File: config.mk
export PLATFORM = sky130hd
export DESIGN_NAME = json_string_unescape_utf8
export DESIGN_NICKNAME = d
export VERILOG_FILES = /design/src/design/jsu_pkg.sv /design/src/design/jsu_decode.sv /design/src/design/jsu_rsp_buf.sv /design/src/design/json_string_unescape_utf8.sv
export SDC_FILE = /design/constraint.sdc
export NUM_CORES = 1
export LEC_CHECK = 0
export BUFFER_PORTS_ARGS = -buffer_cell sky130_fd_sc_hd__buf_4
export CORE_UTILIZATION = 60
export DETAILED_ROUTE_END_ITERATION = 12
export GPL_ROUTABILITY_DRIVEN = 0
export PLACE_DENSITY = 0.79
export SLEW_MARGIN = 20
export SYNTH_ARGS = -nofsm -noshare
export SYNTH_HDL_FRONTEND = slang
export SYNTH_SLANG_ARGS = --single-unit
File: constraint.sdc
create_clock -name clock -period 7.8 [get_ports clock]
set_input_delay 2.34 -clock clock [delete_from_list [all_inputs] [get_ports clock]]
set_output_delay 2.34 -clock clock [all_outputs]
set_load 0.02 [all_outputs]
File: src/design/jsu_pkg.sv
// ----------------------------------------------------------------------------
// JSON string unescaper package
// Types, codes and helper functions shared by the unescaper modules.
// ----------------------------------------------------------------------------
`timescale 1ns / 1ps

package jsu_pkg;

   // Result kinds.
   localparam logic [1:0] KIND_BYTE  = 2'd0;
   localparam logic [1:0] KIND_DONE  = 2'd1;
   localparam logic [1:0] KIND_ERROR = 2'd2;

   // Error codes.
   localparam logic [2:0] ERR_NO_QUOTE  = 3'd0;
   localparam logic [2:0] ERR_CONTROL   = 3'd1;
   localparam logic [2:0] ERR_BAD_ESC   = 3'd2;
   localparam logic [2:0] ERR_BAD_HEX   = 3'd3;
   localparam logic [2:0] ERR_NO_LOW    = 3'd4;
   localparam logic [2:0] ERR_BAD_LOW   = 3'd5;
   localparam logic [2:0] ERR_LONE_LOW  = 3'd6;
   localparam logic [2:0] ERR_TRUNCATED = 3'd7;

   // Characters of interest.
   localparam logic [7:0] CH_QUOTE = 8'h22;
   localparam logic [7:0] CH_BSL   = 8'h5C;
   localparam logic [7:0] CH_SLASH = 8'h2F;
   localparam logic [7:0] CH_B     = 8'h62;
   localparam logic [7:0] CH_F     = 8'h66;
   localparam logic [7:0] CH_N     = 8'h6E;
   localparam logic [7:0] CH_R     = 8'h72;
   localparam logic [7:0] CH_T     = 8'h74;
   localparam logic [7:0] CH_U     = 8'h75;
   localparam logic [7:0] CH_SPACE = 8'h20;

   // Surrogate ranges by their top six bits.
   localparam logic [5:0] SURR_HIGH = 6'b110110;
   localparam logic [5:0] SURR_LOW  = 6'b110111;
   localparam logic [20:0] SUPP_BASE = 21'h10000;

   localparam int MAX_RSP = 4;

   // Decoder phase, one-hot.
   typedef enum logic [13:0] {
      PH_IDLE  = 14'b00000000000001,
      PH_STR   = 14'b00000000000010,
      PH_ESC   = 14'b00000000000100,
      PH_HI0   = 14'b00000000001000,
      PH_HI1   = 14'b00000000010000,
      PH_HI2   = 14'b00000000100000,
      PH_HI3   = 14'b00000001000000,
      PH_BSL   = 14'b00000010000000,
      PH_U     = 14'b00000100000000,
      PH_LO0   = 14'b00001000000000,
      PH_LO1   = 14'b00010000000000,
      PH_LO2   = 14'b00100000000000,
      PH_LO3   = 14'b01000000000000,
      PH_DRAIN = 14'b10000000000000
   } phase_type;

   // One result item.
   typedef struct packed {
      logic [1:0] result_kind;
      logic [7:0] out_byte;
      logic [2:0] error_code;
   } rsp_entry_type;

   // All results caused by one input item.
   typedef struct packed {
      logic [2:0]                  cnt;
      rsp_entry_type [MAX_RSP-1:0] ent;
   } rsp_group_type;

   // UTF-8 encoding of one code point.
   typedef struct packed {
      logic [2:0]       cnt;
      logic [3:0][7:0]  bytes;
   } utf8_type;

   // True for 0-9, a-f and A-F.
   function automatic logic hex_ok(input logic [7:0] b);
      hex_ok = (b >= 8'h30 && b <= 8'h39) || (b >= 8'h61 && b <= 8'h66) ||
               (b >= 8'h41 && b <= 8'h46);
   endfunction

   // Value of a hex digit; letters have a low nibble of one to six.
   function automatic logic [3:0] hex_val(input logic [7:0] b);
      if (b <= 8'h39) begin
         hex_val = b[3:0];
      end else begin
         hex_val = b[3:0] + 4'd9;
      end
   endfunction

   // UTF-8 encoder, first byte in the lowest lane.
   function automatic utf8_type utf8_enc(input logic [20:0] cp);
      utf8_type r;
      r = '0;
      if (cp <= 21'h7F) begin
         r.cnt      = 3'd1;
         r.bytes[0] = cp[7:0];
      end else if (cp <= 21'h7FF) begin
         r.cnt      = 3'd2;
         r.bytes[0] = {3'b110, cp[10:6]};
         r.bytes[1] = {2'b10, cp[5:0]};
      end else if (cp <= 21'hFFFF) begin
         r.cnt      = 3'd3;
         r.bytes[0] = {4'b1110, cp[15:12]};
         r.bytes[1] = {2'b10, cp[11:6]};
         r.bytes[2] = {2'b10, cp[5:0]};
      end else begin
         r.cnt      = 3'd4;
         r.bytes[0] = {5'b11110, cp[20:18]};
         r.bytes[1] = {2'b10, cp[17:12]};
         r.bytes[2] = {2'b10, cp[11:6]};
         r.bytes[3] = {2'b10, cp[5:0]};
      end
      return r;
   endfunction

endpackage

File: src/design/jsu_decode.sv
// ----------------------------------------------------------------------------
// JSON string unescaper decoder
// Next-state and result logic for one input item.
// ----------------------------------------------------------------------------
`timescale 1ns / 1ps

module jsu_decode (
   input  logic                  in_kind,
   input  logic [7:0]            in_byte,
   input  jsu_pkg::phase_type    phase_ff,
   input  logic [15:0]           acc_ff,
   input  logic [9:0]            hs_ff,
   output jsu_pkg::phase_type    phase_in,
   output logic [15:0]           acc_in,
   output logic [9:0]            hs_in,
   output jsu_pkg::rsp_group_type rsp
);
   import jsu_pkg::*;

   logic        h_ok;
   logic [15:0] cp_hex;
   logic [20:0] cp_pair;
   utf8_type    enc_hi;
   utf8_type    enc_pair;

   // Hex digit and the code points it completes.
   assign h_ok     = hex_ok(in_byte);
   assign cp_hex   = {acc_ff[11:0], hex_val(in_byte)};
   assign cp_pair  = SUPP_BASE + {1'b0, hs_ff, cp_hex[9:0]};
   assign enc_hi   = utf8_enc({5'd0, cp_hex});
   assign enc_pair = utf8_enc(cp_pair);

   always_comb begin
      phase_in = phase_ff;
      acc_in   = acc_ff;
      hs_in    = hs_ff;
      rsp      = '0;

      if (in_kind) begin
         // End of data: truncated unless idle or draining.
         if (phase_ff != PH_IDLE && phase_ff != PH_DRAIN) begin
            rsp.cnt                   = 3'd1;
            rsp.ent[0].result_kind    = KIND_ERROR;
            rsp.ent[0].error_code     = ERR_TRUNCATED;
         end
         phase_in = PH_IDLE;
      end else begin
         unique case (phase_ff)
            PH_IDLE: begin
               if (in_byte == CH_QUOTE) begin
                  phase_in = PH_STR;
               end else begin
                  phase_in = PH_DRAIN;
                  rsp.cnt = 3'd1;
                  rsp.ent[0].result_kind = KIND_ERROR;
                  rsp.ent[0].error_code  = ERR_NO_QUOTE;
               end
            end
            PH_STR: begin
               priority if (in_byte == CH_QUOTE) begin
                  phase_in = PH_IDLE;
                  rsp.cnt = 3'd1;
                  rsp.ent[0].result_kind = KIND_DONE;
               end else if (in_byte < CH_SPACE) begin
                  phase_in = PH_DRAIN;
                  rsp.cnt = 3'd1;
                  rsp.ent[0].result_kind = KIND_ERROR;
                  rsp.ent[0].error_code  = ERR_CONTROL;
               end else if (in_byte == CH_BSL) begin
                  phase_in = PH_ESC;
               end else begin
                  rsp.cnt = 3'd1;
                  rsp.ent[0].out_byte = in_byte;
               end
            end
            PH_ESC: begin
               // Single-character escapes and the start of a hex group.
               phase_in = PH_STR;
               rsp.cnt  = 3'd1;
               unique case (in_byte)
                  CH_QUOTE: rsp.ent[0].out_byte = CH_QUOTE;
                  CH_BSL:   rsp.ent[0].out_byte = CH_BSL;
                  CH_SLASH: rsp.ent[0].out_byte = CH_SLASH;
                  CH_B:     rsp.ent[0].out_byte = 8'h08;
                  CH_F:     rsp.ent[0].out_byte = 8'h0C;
                  CH_N:     rsp.ent[0].out_byte = 8'h0A;
                  CH_R:     rsp.ent[0].out_byte = 8'h0D;
                  CH_T:     rsp.ent[0].out_byte = 8'h09;
                  CH_U: begin
                     rsp.cnt  = 3'd0;
                     acc_in   = '0;
                     phase_in = PH_HI0;
                  end
                  default: begin
                     phase_in = PH_DRAIN;
                     rsp.ent[0].result_kind = KIND_ERROR;
                     rsp.ent[0].error_code  = ERR_BAD_ESC;
                  end
               endcase
            end
            PH_HI0, PH_HI1, PH_HI2, PH_LO0, PH_LO1, PH_LO2: begin
               if (!h_ok) begin
                  phase_in = PH_DRAIN;
                  rsp.cnt = 3'd1;
                  rsp.ent[0].result_kind = KIND_ERROR;
                  rsp.ent[0].error_code  = ERR_BAD_HEX;
               end else begin
                  acc_in   = cp_hex;
                  // One-hot: the next digit state is the next bit up.
                  phase_in = phase_type'({phase_ff[12:0], 1'b0});
               end
            end
            PH_HI3: begin
               if (!h_ok) begin
                  phase_in = PH_DRAIN;
                  rsp.cnt = 3'd1;
                  rsp.ent[0].result_kind = KIND_ERROR;
                  rsp.ent[0].error_code  = ERR_BAD_HEX;
               end else begin
                  acc_in = cp_hex;
                  priority if (cp_hex[15:10] == SURR_HIGH) begin
                     hs_in    = cp_hex[9:0];
                     phase_in = PH_BSL;
                  end else if (cp_hex[15:10] == SURR_LOW) begin
                     phase_in = PH_DRAIN;
                     rsp.cnt = 3'd1;
                     rsp.ent[0].result_kind = KIND_ERROR;
                     rsp.ent[0].error_code  = ERR_LONE_LOW;
                  end else begin
                     phase_in = PH_STR;
                     rsp.cnt  = enc_hi.cnt;
                     for (int i = 0; i < MAX_RSP; i++) begin
                        rsp.ent[i].out_byte = enc_hi.bytes[i];
                     end
                  end
               end
            end
            PH_LO3: begin
               if (!h_ok) begin
                  phase_in = PH_DRAIN;
                  rsp.cnt = 3'd1;
                  rsp.ent[0].result_kind = KIND_ERROR;
                  rsp.ent[0].error_code  = ERR_BAD_HEX;
               end else begin
                  acc_in = cp_hex;
                  if (cp_hex[15:10] != SURR_LOW) begin
                     phase_in = PH_DRAIN;
                     rsp.cnt = 3'd1;
                     rsp.ent[0].result_kind = KIND_ERROR;
                     rsp.ent[0].error_code  = ERR_BAD_LOW;
                  end else begin
                     phase_in = PH_STR;
                     rsp.cnt  = enc_pair.cnt;
                     for (int i = 0; i < MAX_RSP; i++) begin
                        rsp.ent[i].out_byte = enc_pair.bytes[i];
                     end
                  end
               end
            end
            PH_BSL: begin
               if (in_byte == CH_BSL) begin
                  phase_in = PH_U;
               end else begin
                  phase_in = PH_DRAIN;
                  rsp.cnt = 3'd1;
                  rsp.ent[0].result_kind = KIND_ERROR;
                  rsp.ent[0].error_code  = ERR_NO_LOW;
               end
            end
            PH_U: begin
               if (in_byte == CH_U) begin
                  acc_in   = '0;
                  phase_in = PH_LO0;
               end else begin
                  phase_in = PH_DRAIN;
                  rsp.cnt = 3'd1;
                  rsp.ent[0].result_kind = KIND_ERROR;
                  rsp.ent[0].error_code  = ERR_NO_LOW;
               end
            end
            PH_DRAIN: begin
               phase_in = PH_DRAIN;
            end
            default: begin
               phase_in = PH_DRAIN;
            end
         endcase
      end
   end

endmodule

File: src/design/jsu_rsp_buf.sv
// ----------------------------------------------------------------------------
// JSON string unescaper result buffer
// Holds the results of one item and hands them out one per cycle while rsp_tready is high.
// ----------------------------------------------------------------------------
`timescale 1ns / 1ps

module jsu_rsp_buf (
   input  logic                   clock,
   input  logic                   reset,
   input  logic                   load,
   input  jsu_pkg::rsp_group_type load_grp,
   output logic                   can_load,
   input  logic                   rsp_tready,
   output logic                   rsp_tvalid,
   output jsu_pkg::rsp_entry_type rsp_ent,
   output logic                   rsp_last
);
   import jsu_pkg::*;

   logic [2:0]                  cnt_ff, cnt_in;
   logic [1:0]                  idx_ff, idx_in;
   rsp_entry_type [MAX_RSP-1:0] ent_ff;
   logic                        take;

   // Current result and whether it is the final one of its item.
   assign rsp_tvalid = (cnt_ff != 3'd0);
   assign rsp_ent    = ent_ff[idx_ff];
   assign rsp_last   = ({1'b0, idx_ff} == (cnt_ff - 3'd1));
   assign take       = rsp_tvalid && rsp_tready;
   assign can_load   = !rsp_tvalid || (take && rsp_last);

   // Count and read index.
   always_comb begin
      cnt_in = cnt_ff;
      idx_in = idx_ff;
      if (load) begin
         cnt_in = load_grp.cnt;
         idx_in = 2'd0;
      end else if (take && rsp_last) begin
         cnt_in = 3'd0;
         idx_in = 2'd0;
      end else if (take) begin
         idx_in = idx_ff + 2'd1;
      end
   end

   always_ff @(posedge clock) begin
      if (reset) begin
         cnt_ff <= 3'd0;
         idx_ff <= 2'd0;
      end else begin
         cnt_ff <= cnt_in;
         idx_ff <= idx_in;
      end
   end

   // Result payload, no reset needed.
   always_ff @(posedge clock) begin
      if (load) begin
         ent_ff <= load_grp.ent;
      end
   end

endmodule

File: src/design/json_string_unescape_utf8.sv
// ----------------------------------------------------------------------------
// JSON string unescaper with UTF-8 output
// Decodes one JSON string literal per run into UTF-8 bytes.
// ----------------------------------------------------------------------------
// Usage:
//   The req channel carries one raw byte per item in req_tdata, with req_tuser
//   high for an end-of-data marker. Each item gives zero to four result items
//   on the rsp channel: decoded bytes, a string-complete mark or an error.
//   rsp_tlast marks the final result caused by one input item.
//   Latency: results appear on rsp the cycle after the input item is taken.
//   Throughput: one input item per cycle while each item gives at most one
//   result and rsp_tready stays high; an item with several results holds
//   req_tready low, as the buffer hands out one result per cycle while rsp is ready.
//   A new item is taken in the same cycle as the final buffered result goes.
//   Reset clears the decoder to idle (awaiting an opening quote) and empties
//   the result buffer. When the receiver stalls, the current result holds and
//   the input side stops once that result's item is fully buffered.
// ----------------------------------------------------------------------------
`timescale 1ns / 1ps

module json_string_unescape_utf8 (
   input  logic        clock,
   input  logic        reset,
   input  logic        req_tvalid,
   output logic        req_tready,
   input  logic [7:0]  req_tdata,   // [7:0] data_byte
   input  logic        req_tuser,   // [0] kind
   output logic        rsp_tvalid,
   input  logic        rsp_tready,
   output logic [15:0] rsp_tdata,   // [7:0] out_byte, [10:8] error_code, zero pad
   output logic [1:0]  rsp_tuser,   // [1:0] result_kind
   output logic        rsp_tlast    // last result of the input item
);
   import jsu_pkg::*;

   phase_type     phase_ff, phase_in;
   logic [15:0]   acc_ff, acc_in;
   logic [9:0]    hs_ff, hs_in;
   rsp_group_type grp;
   rsp_entry_type ent;
   logic          accept;

   assign accept = req_tvalid && req_tready;

   // Decode of the incoming item against the current state.
   jsu_decode u_decode (
      .in_kind  (req_tuser),
      .in_byte  (req_tdata),
      .phase_ff (phase_ff),
      .acc_ff   (acc_ff),
      .hs_ff    (hs_ff),
      .phase_in (phase_in),
      .acc_in   (acc_in),
      .hs_in    (hs_in),
      .rsp      (grp)
   );

   // Decoder state advances on every accepted item.
   always_ff @(posedge clock) begin
      if (reset) begin
         phase_ff <= PH_IDLE;
         acc_ff   <= '0;
         hs_ff    <= '0;
      end else if (accept) begin
         phase_ff <= phase_in;
         acc_ff   <= acc_in;
         hs_ff    <= hs_in;
      end
   end

   // Result register and serialiser.
   jsu_rsp_buf u_rsp_buf (
      .clock      (clock),
      .reset      (reset),
      .load       (accept),
      .load_grp   (grp),
      .can_load   (req_tready),
      .rsp_tready (rsp_tready),
      .rsp_tvalid (rsp_tvalid),
      .rsp_ent    (ent),
      .rsp_last   (rsp_tlast)
   );

   assign rsp_tdata = {5'd0, ent.error_code, ent.out_byte};
   assign rsp_tuser = ent.result_kind;

endmodule

==> impl_metrics.xml, run 1 <==
<?xml version="1.0" encoding="UTF-8"?>
<metrics>
  <group name="outcome">
    <metric name="run_status" unit="">finished, final reports clean</metric>
  </group>
  <group name="die">
    <metric name="floorplan.io_pins" unit="">34</metric>
    <metric name="die_area" unit="µm²">8980</metric>
    <metric name="num_rows" unit="">33</metric>
    <metric name="coreArea" unit="µm²">8260</metric>
    <metric name="die_width" unit="µm">94.8</metric>
    <metric name="die_height" unit="µm">94.8</metric>
    <metric name="initial_core_util" unit="">0.625</metric>
  </group>
  <group name="timing">
    <metric name="setup_viol_count_final" unit="">0</metric>
    <metric name="timing.final.crit_period" unit="ns">5.67</metric>
    <metric name="worst_slew_pin_tran" unit="ns">1.03</metric>
    <metric name="setup_repair_after_global_routing_missed_its_margin" unit="">false</metric>
    <metric name="final-hold-violation-count" unit="">0</metric>
    <metric name="max_clock_freq" unit="MHz">177</metric>
    <metric name="report.final.slew_viol_count" unit="">0</metric>
    <metric name="timing.clock.skew" unit="ns">0.0118</metric>
    <metric name="setup_slack" unit="ns">2.13</metric>
    <metric name="setup-tns-final" unit="ns">0</metric>
    <metric name="slew_headroom" unit="">0.304</metric>
    <metric name="finalCritPeriodShare" unit="">0.726</metric>
  </group>
  <group name="power">
    <metric name="worst_ir_drop_vdd" unit="µV">112</metric>
    <metric name="power" unit="mW">0.833</metric>
    <metric name="switchingPower" unit="mW">0.247</metric>
    <metric name="seq_power_share" unit="">0.517</metric>
    <metric name="powerDensity" unit="nW/µm²">151</metric>
    <metric name="clock_power_share" unit="">0.347</metric>
    <metric name="reported_leakage_power" unit="nW">1.91</metric>
    <metric name="cell_internal_pwr" unit="mW">0.586</metric>
    <metric name="p_sw_frac" unit="">0.296</metric>
    <metric name="p_comb_frac" unit="">0.136</metric>
  </group>
  <group name="worst_setup_path">
    <metric name="worstPathArrival" unit="ns">5.76</metric>
    <metric name="crit-reg2reg-launch" unit="">u_rsp_buf.idx_ff[0]$_SDFFE_PP0P_</metric>
    <metric name="setup.worst_path.start_class" unit="">input pin</metric>
    <metric name="worstSetupPathType" unit="">in2reg</metric>
    <metric name="reg2reg_depth" unit="">9</metric>
    <metric name="end_kind" unit="">flip-flop</metric>
    <metric name="worst-endpoint-required" unit="ns">7.90</metric>
    <metric name="regToRegSetupSlack" unit="ns">4.16</metric>
    <metric name="crit_fanout" unit="">11</metric>
    <metric name="critical_path.reg2reg.endpoint" unit="">acc_ff[0]$_SDFFE_PP0P_</metric>
  </group>
  <group name="yosys">
    <metric name="yosys_most_used_dff" unit="">sky130_fd_sc_hd__dfxtp_1</metric>
    <metric name="synth_area_per_cell" unit="µm²">8.71</metric>
    <metric name="synth.ff_latch_count" unit="">75</metric>
    <metric name="syn_inst" unit="">593</metric>
    <metric name="synthesis.yosys.warnings" unit="">0</metric>
    <metric name="synth_async_sr_flop_share" unit="">0</metric>
    <metric name="sequential_fraction_of_the_synthesis_area" unit="">0.357</metric>
    <metric name="synth_edf_count" unit="">34</metric>
    <metric name="synthesis.area" unit="µm²">5160</metric>
    <metric name="synth.distinct_cells" unit="">85</metric>
  </group>
  <group name="clock_network">
    <metric name="clkSlewWorstSetupHoldPaths" unit="ns">0.08</metric>
    <metric name="cts_tree" unit="">built</metric>
    <metric name="cts-root-to-sink-buffers" unit="">2</metric>
    <metric name="clkLatencyLatePin" unit="ns">0.36</metric>
    <metric name="cts_hold_repair.buffers" unit="">0</metric>
    <metric name="cts_repair_resize_count" unit="">0</metric>
    <metric name="cts_htree_levels" unit="">3</metric>
    <metric name="cts_made_buffers" unit="">9</metric>
    <metric name="cts.root.buffer_cell" unit="">sky130_fd_sc_hd__clkbuf_8</metric>
    <metric name="clkSinkCount" unit="">75</metric>
    <metric name="cts_setup_buffers" unit="">0</metric>
  </group>
  <group name="route">
    <metric name="via_count" unit="">4887</metric>
    <metric name="detail_route.vias_per_cell" unit="">6.86</metric>
    <metric name="drc" unit="">0</metric>
    <metric name="final_antenna_net_count" unit="">0</metric>
    <metric name="avgRoutedWirePerCell" unit="µm">20.1</metric>
    <metric name="routed_wl" unit="µm">14300</metric>
    <metric name="dr.pass1.iters" unit="">8</metric>
    <metric name="drt_first_iter_violations" unit="">762</metric>
  </group>
  <group name="global_routing">
    <metric name="grt_max_degree" unit="">38</metric>
    <metric name="groute.usage.overall" unit="">0.328</metric>
    <metric name="globalRouteOverflowTotal" unit="">0</metric>
    <metric name="grt_first_pass_wirelength" unit="µm">22400</metric>
    <metric name="grt_antenna_before_repair" unit="">0</metric>
    <metric name="grt_pass1_vias" unit="">4240</metric>
  </group>
  <group name="place">
    <metric name="io_buffer_count" unit="">28</metric>
    <metric name="placement_stage_worst_setup_slack" unit="ns">1.85</metric>
    <metric name="hpwlAfterDp" unit="µm">10300</metric>
    <metric name="dpl-instance-area" unit="µm²">5330</metric>
  </group>
  <group name="worst_hold_path">
    <metric name="worst_hold_startpoint" unit="">acc_ff[8]$_SDFFE_PP0P_</metric>
    <metric name="whs_path_depth" unit="">2</metric>
    <metric name="hold_class" unit="">reg2reg</metric>
    <metric name="hold_path_end" unit="">acc_ff[8]$_SDFFE_PP0P_</metric>
  </group>
  <group name="job">
    <metric name="max_cap_violations" unit="">0</metric>
  </group>
  <group name="final_layout">
    <metric name="post-route-cell-area" unit="µm²">5510</metric>
    <metric name="antenna_diode_count" unit="">0</metric>
    <metric name="area.growth.synth_to_final" unit="%">6.79</metric>
    <metric name="finalNetCount" unit="">623</metric>
    <metric name="final_layout_size_suffix_gt1_frac" unit="">0.140</metric>
  </group>
</metrics>
[cells in the final DEF (no fill, tap or decap), drive strengths merged, types with 5 or more instances in the layout]
cell / synthesis / layout
a21oi: 50 / 50
or4: 5 / 5
dfxtp: 41 / 41
nand4: 10 / 10
mux2: 7 / 7
and3: 5 / 5
ha: 8 / 8
buf: 20 / 30
o21bai: 5 / 5
nand3: 16 / 16
conb: 1 / 5
xor2: 6 / 6
o32ai: 9 / 9
o22ai: 5 / 5
inv: 24 / 28
clkbuf: 16 / 9
nor4b: 5 / 5
nor2b: 5 / 5
nand2b: 11 / 11
nor3: 16 / 16
mux4: 7 / 7
nor4: 10 / 10
or3: 7 / 7
and2: 11 / 11
xnor2: 5 / 5
edfxtp: 34 / 34
or2: 5 / 5
a22o: 7 / 7
o21ai: 25 / 25
mux2i: 14 / 14
o211ai: 5 / 5
nand2: 47 / 47
nor2: 83 / 83
[per-layer routing]
layer  vias to the layer above  share of wire  routed length [µm]  global-route usage
met5                         -              0                   0                   0
met4                         0          0.040                 580               0.115
met3                        79           0.12                1780              0.0733
met2                       361           0.42                6070               0.482
met1                      2224           0.41                5890               0.469
li1                       2223              -                   -                   -
[power groups by stage]
stage          sequential, mW  clock, mW  combinational (mW)
6_report                0.431      0.289               0.113
5_1_grt                 0.432      0.305               0.121
4_1_cts                 0.431      0.290               0.111
3_5_place_dp            0.440          0               0.110
3_3_place_gp            0.439          0               0.107
2_1_floorplan           0.437          0              0.0800
[worst max-delay path, cell delays in order]
cell and delay [ns]:
sky130_fd_sc_hd__buf_4 0.15, sky130_fd_sc_hd__inv_1 0.14, sky130_fd_sc_hd__ha_1 0.32, sky130_fd_sc_hd__o21bai_1 0.16, sky130_fd_sc_hd__a21oi_4 0.29, sky130_fd_sc_hd__mux2_4 0.35, sky130_fd_sc_hd__or4_1 0.59, sky130_fd_sc_hd__mux2i_1 0.76
sky130_fd_sc_hd__mux2_1 0.39, sky130_fd_sc_hd__o221ai_1 0.16, sky130_fd_sc_hd__a21oi_1 0.10
[through the flow]
step / std cells / hold WS [ns] / utilization
2_1_floorplan: 597 / 0.453 / -
5_1_grt: 712 / 0.504 / 0.668
3_5_place_dp: 696 / 0.478 / 0.646
3_3_place_gp: 696 / 0.477 / 0.646
4_1_cts: 712 / 0.490 / 0.668
6_report: 712 / 0.495 / 0.668
[cell usage after synthesis (5+ instances only)]
master,count,share of area
sky130_fd_sc_hd__nor4_1,7,0.0085
sky130_fd_sc_hd__xnor2_1,5,0.0085
sky130_fd_sc_hd__nor2_1,83,0.060
sky130_fd_sc_hd__mux2i_1,14,0.027
sky130_fd_sc_hd__nor2b_1,5,0.0061
sky130_fd_sc_hd__a21oi_1,48,0.047
sky130_fd_sc_hd__and2_1,11,0.013
sky130_fd_sc_hd__o22ai_1,5,0.0061
sky130_fd_sc_hd__o32ai_1,9,0.015
sky130_fd_sc_hd__nor3_1,14,0.014
sky130_fd_sc_hd__o211ai_1,5,0.0073
sky130_fd_sc_hd__or3_1,6,0.0073
sky130_fd_sc_hd__mux4_2,7,0.031
sky130_fd_sc_hd__or4_1,5,0.0073
sky130_fd_sc_hd__clkbuf_1,16,0.012
sky130_fd_sc_hd__buf_4,8,0.012
sky130_fd_sc_hd__o21ai_0,23,0.022
sky130_fd_sc_hd__nand4_1,10,0.012
sky130_fd_sc_hd__edfxtp_1,34,0.20
sky130_fd_sc_hd__a22o_1,7,0.012
sky130_fd_sc_hd__dfxtp_1,41,0.16
sky130_fd_sc_hd__ha_1,8,0.019
sky130_fd_sc_hd__inv_1,24,0.017
sky130_fd_sc_hd__nand2b_1,11,0.013
sky130_fd_sc_hd__buf_2,6,0.0058
sky130_fd_sc_hd__nand2_1,46,0.033
sky130_fd_sc_hd__nand3_1,16,0.016
sky130_fd_sc_hd__xor2_1,6,0.010
[logic make-up (layout without fill, tap and decap cells)]
family | Yosys count | after routing | share of synthesized area
buffers and inverters | 60 | 70 | 0.0567
adders and majority gates | 8 | 8 | 0.0194
AOI/OAI and AO/OA | 155 | 155 | 0.207
xor gates and xnor gates | 11 | 11 | 0.0187
DFF | 75 | 75 | 0.357
muxes | 28 | 28 | 0.0744
other | 1 | 5 | 0.000726
and+or+nand+nor | 255 | 255 | 0.266
[how the worst max path moves through the flow]
stage	startpoint	slack, ns	to
floorplan	rsp_tready	2.17	acc_ff[0]$_SDFFE_PP0P_
global placement	req_tdata[0]	2.00	u_rsp_buf.ent_ff[21]$_SDFFCE_PP0P_
detailed placement	req_tdata[0]	1.85	u_rsp_buf.ent_ff[19]$_SDFFCE_PP0P_
CTS	req_tdata[0]	2.21	u_rsp_buf.ent_ff[19]$_SDFFCE_PP0P_
global route	req_tdata[0]	1.97	u_rsp_buf.ent_ff[21]$_SDFFCE_PP0P_
finish	req_tdata[0]	2.13	u_rsp_buf.ent_ff[19]$_SDFFCE_PP0P_
[state kept, by name (all words and copies together), names as in the netlist]
name / flops
u_rsp_buf.cnt_ff: 3
acc_ff: 12
phase_ff: 14
u_rsp_buf.idx_ff: 2
hs_ff: 10
u_rsp_buf.ent_ff: 34
[cell type report]
type / instances / area [µm²]
tap: 105 / 131
inverter: 24 / 90.1
clock inverter: 7 / 57.6
multi-input combinational: 462 / 3040
timing repair buffer: 30 / 225
fill: 679 / 2750
clock buffer: 9 / 124
sequential: 75 / 1840
Power figures use the tool's default switching activity.
==> inputs of run 2 (changes only) <==
--- a/config.mk
+++ b/config.mk
@@ -6,10 +6,10 @@
 export NUM_CORES = 1
 export LEC_CHECK = 0
 export BUFFER_PORTS_ARGS = -buffer_cell sky130_fd_sc_hd__buf_4
-export CORE_UTILIZATION = 60
+export CORE_UTILIZATION = 56
 export DETAILED_ROUTE_END_ITERATION = 12
 export GPL_ROUTABILITY_DRIVEN = 0
-export PLACE_DENSITY = 0.79
+export PLACE_DENSITY = 0.78
 export SLEW_MARGIN = 20
 export SYNTH_ARGS = -nofsm -noshare
 export SYNTH_HDL_FRONTEND = slang
==> constraint.sdc (replaced) <==
create_clock -name clock -period 5 [get_ports clock]
set_input_delay 1.5 -clock clock [delete_from_list [all_inputs] [get_ports clock]]
set_output_delay 1.5 -clock clock [all_outputs]
set_load 0.02 [all_outputs]
==> run 2 against run 1 <==
- the run now ends with DRC left
- core utilization fell by 3.5 points
- global-route usage fell by 3.0 points
- final cell count rose by 1.1%
- wire length fell by 1.0%
- via count rose by 0.88%
- clock power rose by 61%
- first-iteration DRC count fell by 10%
- critical path depth rose by 1
- critical path type unchanged
- largest cell class unchanged
- largest power group unchanged
==> impl_metrics.xml, run 2 (synthesis results as in run 1) <==
<?xml version="1.0" encoding="UTF-8"?>
<metrics>
  <group name="timing">
    <metric name="setup-tns-final" unit="ns">0</metric>
    <metric name="worst_slew_pin_tran" unit="ns">0.952</metric>
    <metric name="setup_slack" unit="ns">0.482</metric>
    <metric name="report.final.slew_viol_count" unit="">0</metric>
    <metric name="final-hold-violation-count" unit="">0</metric>
    <metric name="timing.clock.skew" unit="ns">0.0134</metric>
    <metric name="max_clock_freq" unit="MHz">221</metric>
    <metric name="timing.final.crit_period" unit="ns">4.52</metric>
    <metric name="slew_headroom" unit="">0.359</metric>
    <metric name="setup_repair_after_global_routing_missed_its_margin" unit="">false</metric>
    <metric name="setup_viol_count_final" unit="">0</metric>
    <metric name="finalCritPeriodShare" unit="">0.904</metric>
  </group>
  <group name="worst_setup_path">
    <metric name="cp_num_cells" unit="">12</metric>
    <metric name="setup.worst_path.start_class" unit="">input pin</metric>
    <metric name="worstSetupStartpoint" unit="">req_tdata[0]</metric>
    <metric name="worstSetupPathType" unit="">in2reg</metric>
    <metric name="crit-reg2reg-launch" unit="">hs_ff[6]$_SDFFE_PP0P_</metric>
    <metric name="worstPathArrival" unit="ns">4.81</metric>
    <metric name="worst-path-buf-inv" unit="">3</metric>
    <metric name="worst-endpoint-required" unit="ns">5.29</metric>
    <metric name="chain_of_cells_forming_the_critical_path" unit="">buf_4, inv_1, ha_1, o21bai_1, a21oi_4, mux2_4, or4_1, mux2i_1, buf_4, o311ai_0, a21oi_1, o22ai_1</metric>
    <metric name="reg2reg_depth" unit="">9</metric>
    <metric name="cp_slowest_stage_delay" unit="ns">0.57</metric>
    <metric name="dominant_delay_contributor_by_cell_family_on_the_critical_path" unit="">compound AO/OA/AOI/OAI gates</metric>
    <metric name="worst_path_most_repeated_cell" unit="">sky130_fd_sc_hd__buf_4</metric>
    <metric name="crit_fanout" unit="">10</metric>
    <metric name="critical_path.slowest_cell" unit="">sky130_fd_sc_hd__or4_1</metric>
    <metric name="end_kind" unit="">flip-flop</metric>
  </group>
  <group name="die">
    <metric name="coreArea" unit="µm²">8810</metric>
    <metric name="floorplan.io_pins" unit="">34</metric>
    <metric name="die_height" unit="µm">98.0</metric>
    <metric name="die_width" unit="µm">98.0</metric>
    <metric name="num_rows" unit="">34</metric>
    <metric name="initial_core_util" unit="">0.586</metric>
    <metric name="die_area" unit="µm²">9610</metric>
  </group>
  <group name="clock_network">
    <metric name="clkSinkCount" unit="">75</metric>
    <metric name="clkLatencyLatePin" unit="ns">0.36</metric>
    <metric name="cts-root-to-sink-buffers" unit="">2</metric>
    <metric name="cts_htree_levels" unit="">3</metric>
    <metric name="cts_setup_buffers" unit="">0</metric>
    <metric name="cts_repair_resize_count" unit="">0</metric>
    <metric name="cts_tree" unit="">built</metric>
    <metric name="clkSlewWorstSetupHoldPaths" unit="ns">0.10</metric>
    <metric name="cts_hold_repair.buffers" unit="">0</metric>
    <metric name="cts.root.buffer_cell" unit="">sky130_fd_sc_hd__clkbuf_8</metric>
    <metric name="cts_made_buffers" unit="">9</metric>
  </group>
  <group name="final_layout">
    <metric name="n_fill_cell" unit="">759</metric>
    <metric name="largest_register_ff_count" unit="">34</metric>
    <metric name="ff_latch_area" unit="µm²">1840</metric>
    <metric name="post-route-cell-area" unit="µm²">5570</metric>
    <metric name="mostFrequentLayoutCell" unit="">sky130_fd_sc_hd__nor2_1</metric>
    <metric name="area.growth.synth_to_final" unit="%">7.83</metric>
    <metric name="utilization_after_layout" unit="">0.632</metric>
    <metric name="final_layout_size_suffix_gt1_frac" unit="">0.147</metric>
    <metric name="antenna_diode_count" unit="">0</metric>
    <metric name="multi_input_comb_area" unit="µm²">3040</metric>
    <metric name="finalNetCount" unit="">628</metric>
    <metric name="mostFrequentLayoutCells" unit="">83 x sky130_fd_sc_hd__nor2_1, 48 x sky130_fd_sc_hd__a21oi_1, 46 x sky130_fd_sc_hd__nand2_1</metric>
    <metric name="reg_top3" unit="">u_rsp_buf.ent_ff x34, phase_ff x14, acc_ff x12</metric>
    <metric name="largest-register" unit="">u_rsp_buf.ent_ff</metric>
  </group>
  <group name="route">
    <metric name="detail_route.vias_per_cell" unit="">6.85</metric>
    <metric name="final_antenna_net_count" unit="">0</metric>
    <metric name="avgRoutedWirePerCell" unit="µm">19.7</metric>
    <metric name="via_count" unit="">4930</metric>
    <metric name="dr.pass1.iters" unit="">11</metric>
    <metric name="routed_wl" unit="µm">14200</metric>
    <metric name="drt_first_iter_violations" unit="">684</metric>
    <metric name="drc" unit="">3</metric>
  </group>
  <group name="outcome">
    <metric name="failed_checks" unit="">DRC</metric>
    <metric name="run_status" unit="">complete, but fails checks</metric>
  </group>
  <group name="place">
    <metric name="hpwlAfterDp" unit="µm">10300</metric>
    <metric name="io_buffer_count" unit="">28</metric>
    <metric name="placement_stage_worst_setup_slack" unit="ns">0.239</metric>
    <metric name="dpl-instance-area" unit="µm²">5370</metric>
  </group>
  <group name="global_routing">
    <metric name="globalRouteMet1Util" unit="">0.407</metric>
    <metric name="use_met2" unit="">0.457</metric>
    <metric name="groute.usage.overall" unit="">0.298</metric>
    <metric name="gr-max-usage-layer" unit="">met2</metric>
    <metric name="met3_usage" unit="">0.0666</metric>
    <metric name="grt_antenna_before_repair" unit="">0</metric>
    <metric name="globalRouteOverflowTotal" unit="">0</metric>
    <metric name="grt_first_pass_wirelength" unit="µm">22600</metric>
    <metric name="grt_max_degree" unit="">37</metric>
    <metric name="grt_pass1_vias" unit="">4375</metric>
  </group>
  <group name="power">
    <metric name="worst_ir_drop_vdd" unit="µV">183</metric>
    <metric name="powerDensity" unit="nW/µm²">236</metric>
    <metric name="reported_leakage_power" unit="nW">1.94</metric>
  </group>
  <group name="job">
    <metric name="max_cap_violations" unit="">0</metric>
  </group>
  <group name="worst_hold_path">
    <metric name="hold_class" unit="">reg2reg</metric>
    <metric name="worst_hold_startpoint" unit="">acc_ff[8]$_SDFFE_PP0P_</metric>
    <metric name="whs_path_depth" unit="">2</metric>
  </group>
</metrics>
## run 2: cell count changes in the layout (fill, tap and decap cells not counted), sizes merged
| cell | before | now |
|---|---|---|
| buf | 30 | 35 |
| clkinv | 0 | 2 |
| clkinvlp | 3 | 1 |
## run 2: routing by layer
metal,share of wire,vias up
met4,0.038,0
met2,0.44,337
met3,0.11,66
met1,0.41,2288
li1,-,2239
met5,0,-
## run 2: worst paths after layout
| path | endpoint | slack (ns) |
|---|---|---|
| worst max-delay path | u_rsp_buf.cnt_ff[0]$_SDFFE_PP0P_ | 0.48 |
| worst min-delay path | acc_ff[8]$_SDFFE_PP0P_ | 0.50 |
| worst max register to register | u_rsp_buf.ent_ff[29]$_SDFFCE_PP0P_ | 1.66 |
| worst min register to register | acc_ff[8]$_SDFFE_PP0P_ | 0.50 |
## run 2: worst reg2reg max path, stage by stage (launching register included)
cell,delay [ns]
sky130_fd_sc_hd__dfxtp_1,0.47
sky130_fd_sc_hd__ha_1,0.20
sky130_fd_sc_hd__and2_1,0.20
sky130_fd_sc_hd__a21oi_1,0.08
sky130_fd_sc_hd__nor4b_1,0.69
sky130_fd_sc_hd__nand2_1,0.24
sky130_fd_sc_hd__a21oi_1,0.48
sky130_fd_sc_hd__or2_1,0.25
sky130_fd_sc_hd__o31a_1,0.32
sky130_fd_sc_hd__o32ai_1,0.14
## run 2: cell type report
class                           count  share of cell area
Tap cell                          108              0.0243
Inverter                           24              0.0162
Clock buffer                        9              0.0223
Sequential cell                    75               0.331
Clock inverter                      7              0.0126
Timing Repair Buffer               35              0.0472
Multi-Input combinational cell    462               0.547
## run 2: through the flow
step | instances | total power [mW] | hold slack [ns]
floorplan | 597 | 0.806 | 0.453
detailed placement | 704 | 0.861 | 0.482
CTS | 720 | 1.31 | 0.495
global route | 720 | 1.36 | 0.534
global placement | 704 | 0.857 | 0.478
finish | 720 | 1.32 | 0.498
## run 2: power breakdown
part	internal, mW	switching (mW)	total, mW
Sequential	0.663	0.00869	0.672
Clock	0.194	0.271	0.465
Combinational	0.0657	0.114	0.179
Total	0.923	0.394	1.32
==> inputs of run 3 (changes only) <==
--- a/config.mk
+++ b/config.mk
@@ -6,11 +6,12 @@
 export NUM_CORES = 1
 export LEC_CHECK = 0
 export BUFFER_PORTS_ARGS = -buffer_cell sky130_fd_sc_hd__buf_4
-export CORE_UTILIZATION = 56
+export CORE_UTILIZATION = 57
 export DETAILED_ROUTE_END_ITERATION = 12
 export GPL_ROUTABILITY_DRIVEN = 0
 export PLACE_DENSITY = 0.78
 export SLEW_MARGIN = 20
 export SYNTH_ARGS = -nofsm -noshare
 export SYNTH_HDL_FRONTEND = slang
+export SYNTH_HIERARCHICAL = 1
 export SYNTH_SLANG_ARGS = --single-unit
==> run 3 against run 2 <==
- the run now ends clean
- maximum frequency rose by 3.2%
- die area rose by 27%
- clock power rose by 53%
- total power rose by 35%
- largest power group unchanged
==> impl_metrics.xml, run 3 <==
<?xml version="1.0" encoding="UTF-8"?>
<metrics>
  <group name="die">
    <metric name="num_rows" unit="">39</metric>
    <metric name="die_width" unit="µm">110</metric>
    <metric name="die_height" unit="µm">110</metric>
    <metric name="floorplan.io_pins" unit="">34</metric>
    <metric name="coreArea" unit="µm²">11400</metric>
    <metric name="initial_core_util" unit="">0.587</metric>
    <metric name="die_area" unit="µm²">12200</metric>
  </group>
  <group name="yosys">
    <metric name="syn_inst" unit="">713</metric>
    <metric name="synthesis.yosys.warnings" unit="">6</metric>
    <metric name="synthesis.area" unit="µm²">6700</metric>
    <metric name="synth_area_per_cell" unit="µm²">9.39</metric>
  </group>
  <group name="place">
    <metric name="dpl-instance-area" unit="µm²">6710</metric>
    <metric name="io_buffer_count" unit="">28</metric>
    <metric name="placement_stage_worst_setup_slack" unit="ns">0.411</metric>
    <metric name="hpwlAfterDp" unit="µm">11400</metric>
    <metric name="placedCellCount" unit="">830</metric>
  </group>
  <group name="final_layout">
    <metric name="ff_latch_area" unit="µm²">2380</metric>
    <metric name="post-route-cell-area" unit="µm²">7010</metric>
    <metric name="antenna_diode_count" unit="">0</metric>
    <metric name="area.growth.synth_to_final" unit="%">4.67</metric>
    <metric name="multi_input_comb_area" unit="µm²">3820</metric>
    <metric name="instances_no_fill" unit="">846</metric>
    <metric name="n_fill_cell" unit="">921</metric>
    <metric name="final_layout_size_suffix_gt1_frac" unit="">0.178</metric>
    <metric name="mostFrequentLayoutCells" unit="">59 x sky130_fd_sc_hd__nand2_1, 55 x sky130_fd_sc_hd__nand3_1, 52 x sky130_fd_sc_hd__edfxtp_1</metric>
    <metric name="reg_top3" unit="">u_rsp_buf/ent_ff x52, phase_ff x14, acc_ff x12</metric>
    <metric name="largest_register_ff_count" unit="">52</metric>
    <metric name="mostFrequentLayoutCell" unit="">sky130_fd_sc_hd__nand2_1</metric>
    <metric name="largest-register" unit="">u_rsp_buf/ent_ff</metric>
    <metric name="finalNetCount" unit="">720</metric>
  </group>
  <group name="route">
    <metric name="routed_wl" unit="µm">16600</metric>
    <metric name="via_count" unit="">5614</metric>
    <metric name="final_antenna_net_count" unit="">0</metric>
    <metric name="dr.pass1.iters" unit="">8</metric>
    <metric name="drc" unit="">0</metric>
    <metric name="detail_route.vias_per_cell" unit="">6.64</metric>
    <metric name="avgRoutedWirePerCell" unit="µm">19.7</metric>
    <metric name="drt_first_iter_violations" unit="">662</metric>
  </group>
  <group name="timing">
    <metric name="final-hold-violation-count" unit="">0</metric>
    <metric name="setup_slack" unit="ns">0.623</metric>
    <metric name="slew_headroom" unit="">0.415</metric>
    <metric name="finalCritPeriodShare" unit="">0.875</metric>
    <metric name="hold_ws" unit="ns">0.550</metric>
    <metric name="setup_repair_after_global_routing_missed_its_margin" unit="">false</metric>
    <metric name="timing.final.crit_period" unit="ns">4.38</metric>
    <metric name="timing.clock.skew" unit="ns">0.00904</metric>
    <metric name="report.final.slew_viol_count" unit="">0</metric>
    <metric name="setup_viol_count_final" unit="">0</metric>
    <metric name="setup-tns-final" unit="ns">0</metric>
    <metric name="worst_slew_pin_tran" unit="ns">0.872</metric>
    <metric name="max_clock_freq" unit="MHz">228</metric>
  </group>
  <group name="clock_network">
    <metric name="cts-root-to-sink-buffers" unit="">2</metric>
    <metric name="clkLatencyLatePin" unit="ns">0.36</metric>
    <metric name="cts_setup_buffers" unit="">0</metric>
    <metric name="cts_htree_levels" unit="">3</metric>
    <metric name="cts_tree" unit="">built</metric>
    <metric name="cts.root.buffer_cell" unit="">sky130_fd_sc_hd__clkbuf_16</metric>
    <metric name="cts_repair_resize_count" unit="">0</metric>
    <metric name="clkSinkCount" unit="">93</metric>
    <metric name="cts_made_buffers" unit="">9</metric>
    <metric name="clkSlewWorstSetupHoldPaths" unit="ns">0.07</metric>
    <metric name="cts_hold_repair.buffers" unit="">0</metric>
  </group>
  <group name="power">
    <metric name="worst_ir_drop_vdd" unit="µV">173</metric>
    <metric name="powerDensity" unit="nW/µm²">253</metric>
    <metric name="reported_leakage_power" unit="nW">2.39</metric>
  </group>
  <group name="worst_setup_path">
    <metric name="reg2reg_depth" unit="">9</metric>
    <metric name="worstPathArrival" unit="ns">4.55</metric>
    <metric name="worstSetupPathType" unit="">in2reg</metric>
    <metric name="worst-endpoint-required" unit="ns">5.18</metric>
    <metric name="setup.worst_path.start_class" unit="">input pin</metric>
    <metric name="end_kind" unit="">flip-flop</metric>
    <metric name="worstSetupStartpoint" unit="">req_tdata[0]</metric>
    <metric name="regToRegSetupSlack" unit="ns">1.61</metric>
    <metric name="crit-reg2reg-launch" unit="">u_rsp_buf/idx_ff[1]$_SDFFE_PP0P_</metric>
    <metric name="crit_fanout" unit="">11</metric>
  </group>
  <group name="worst_hold_path">
    <metric name="worst_hold_startpoint" unit="">u_rsp_buf/cnt_ff[2]$_SDFFE_PP0P_</metric>
    <metric name="whs_path_depth" unit="">2</metric>
    <metric name="hold_class" unit="">reg2reg</metric>
  </group>
  <group name="global_routing">
    <metric name="grt_first_pass_wirelength" unit="µm">27000</metric>
    <metric name="grt_max_degree" unit="">73</metric>
    <metric name="globalRouteOverflowTotal" unit="">0</metric>
    <metric name="grt_pass1_vias" unit="">5230</metric>
    <metric name="groute.usage.overall" unit="">0.276</metric>
    <metric name="grt_antenna_before_repair" unit="">0</metric>
  </group>
  <group name="job">
    <metric name="max_cap_violations" unit="">0</metric>
  </group>
  <group name="outcome">
    <metric name="run_status" unit="">finished, final reports clean</metric>
  </group>
</metrics>
-- run 3: through the flow --
step	util	total power, mW
detailed placement	0.587	1.07
finish	0.614	1.77
global route	0.614	1.82
CTS	0.614	1.77
floorplan	-	1.03
global placement	0.587	1.06
-- run 3: path summary, 6_finish.rpt --
| check | endpoint |
|---|---|
| max reg2reg | u_rsp_buf/idx_ff[1]$_SDFFE_PP0P_ |
| max | u_rsp_buf/ent_ff[16]$_DFFE_PP_ |
| min | u_rsp_buf/cnt_ff[2]$_SDFFE_PP0P_ |
| min reg2reg | u_rsp_buf/cnt_ff[2]$_SDFFE_PP0P_ |
-- run 3: layout make-up --
type	instances	area share
inverter	21	0.0112
timing repair buffer	33	0.0353
clock inverter	6	0.0107
sequential	93	0.340
tap	143	0.0255
multi-input combinational	540	0.545
clock buffer	10	0.0327
-- run 3: power by group --
group          total, mW  internal, mW  switching [mW]  leakage, nW
Combinational      0.202        0.0632           0.139         1.40
Sequential         0.858         0.844          0.0140        0.851
Clock              0.712         0.397           0.315        0.146
Total               1.77          1.30           0.468         2.39
-- run 3: per-layer routing --
metal  up-vias  GRT usage  share of wire
li1       2578          -              -
met3        48     0.0637          0.090
met5         -          0              0
met4         0      0.113          0.031
met1      2667      0.368           0.42
met2       321      0.432           0.46
-- run 3: critical path, cell delays in order --
cell and delay, ns:
sky130_fd_sc_hd__buf_4 0.15, sky130_fd_sc_hd__inv_1 0.12, sky130_fd_sc_hd__ha_1 0.25, sky130_fd_sc_hd__o21bai_1 0.33, sky130_fd_sc_hd__a21oi_4 0.16, sky130_fd_sc_hd__a41o_1 0.35, sky130_fd_sc_hd__and3_1 0.19, sky130_fd_sc_hd__o21ai_1 0.68
sky130_fd_sc_hd__a32o_1 0.56, sky130_fd_sc_hd__nand3_1 0.16, sky130_fd_sc_hd__o311ai_1 0.11
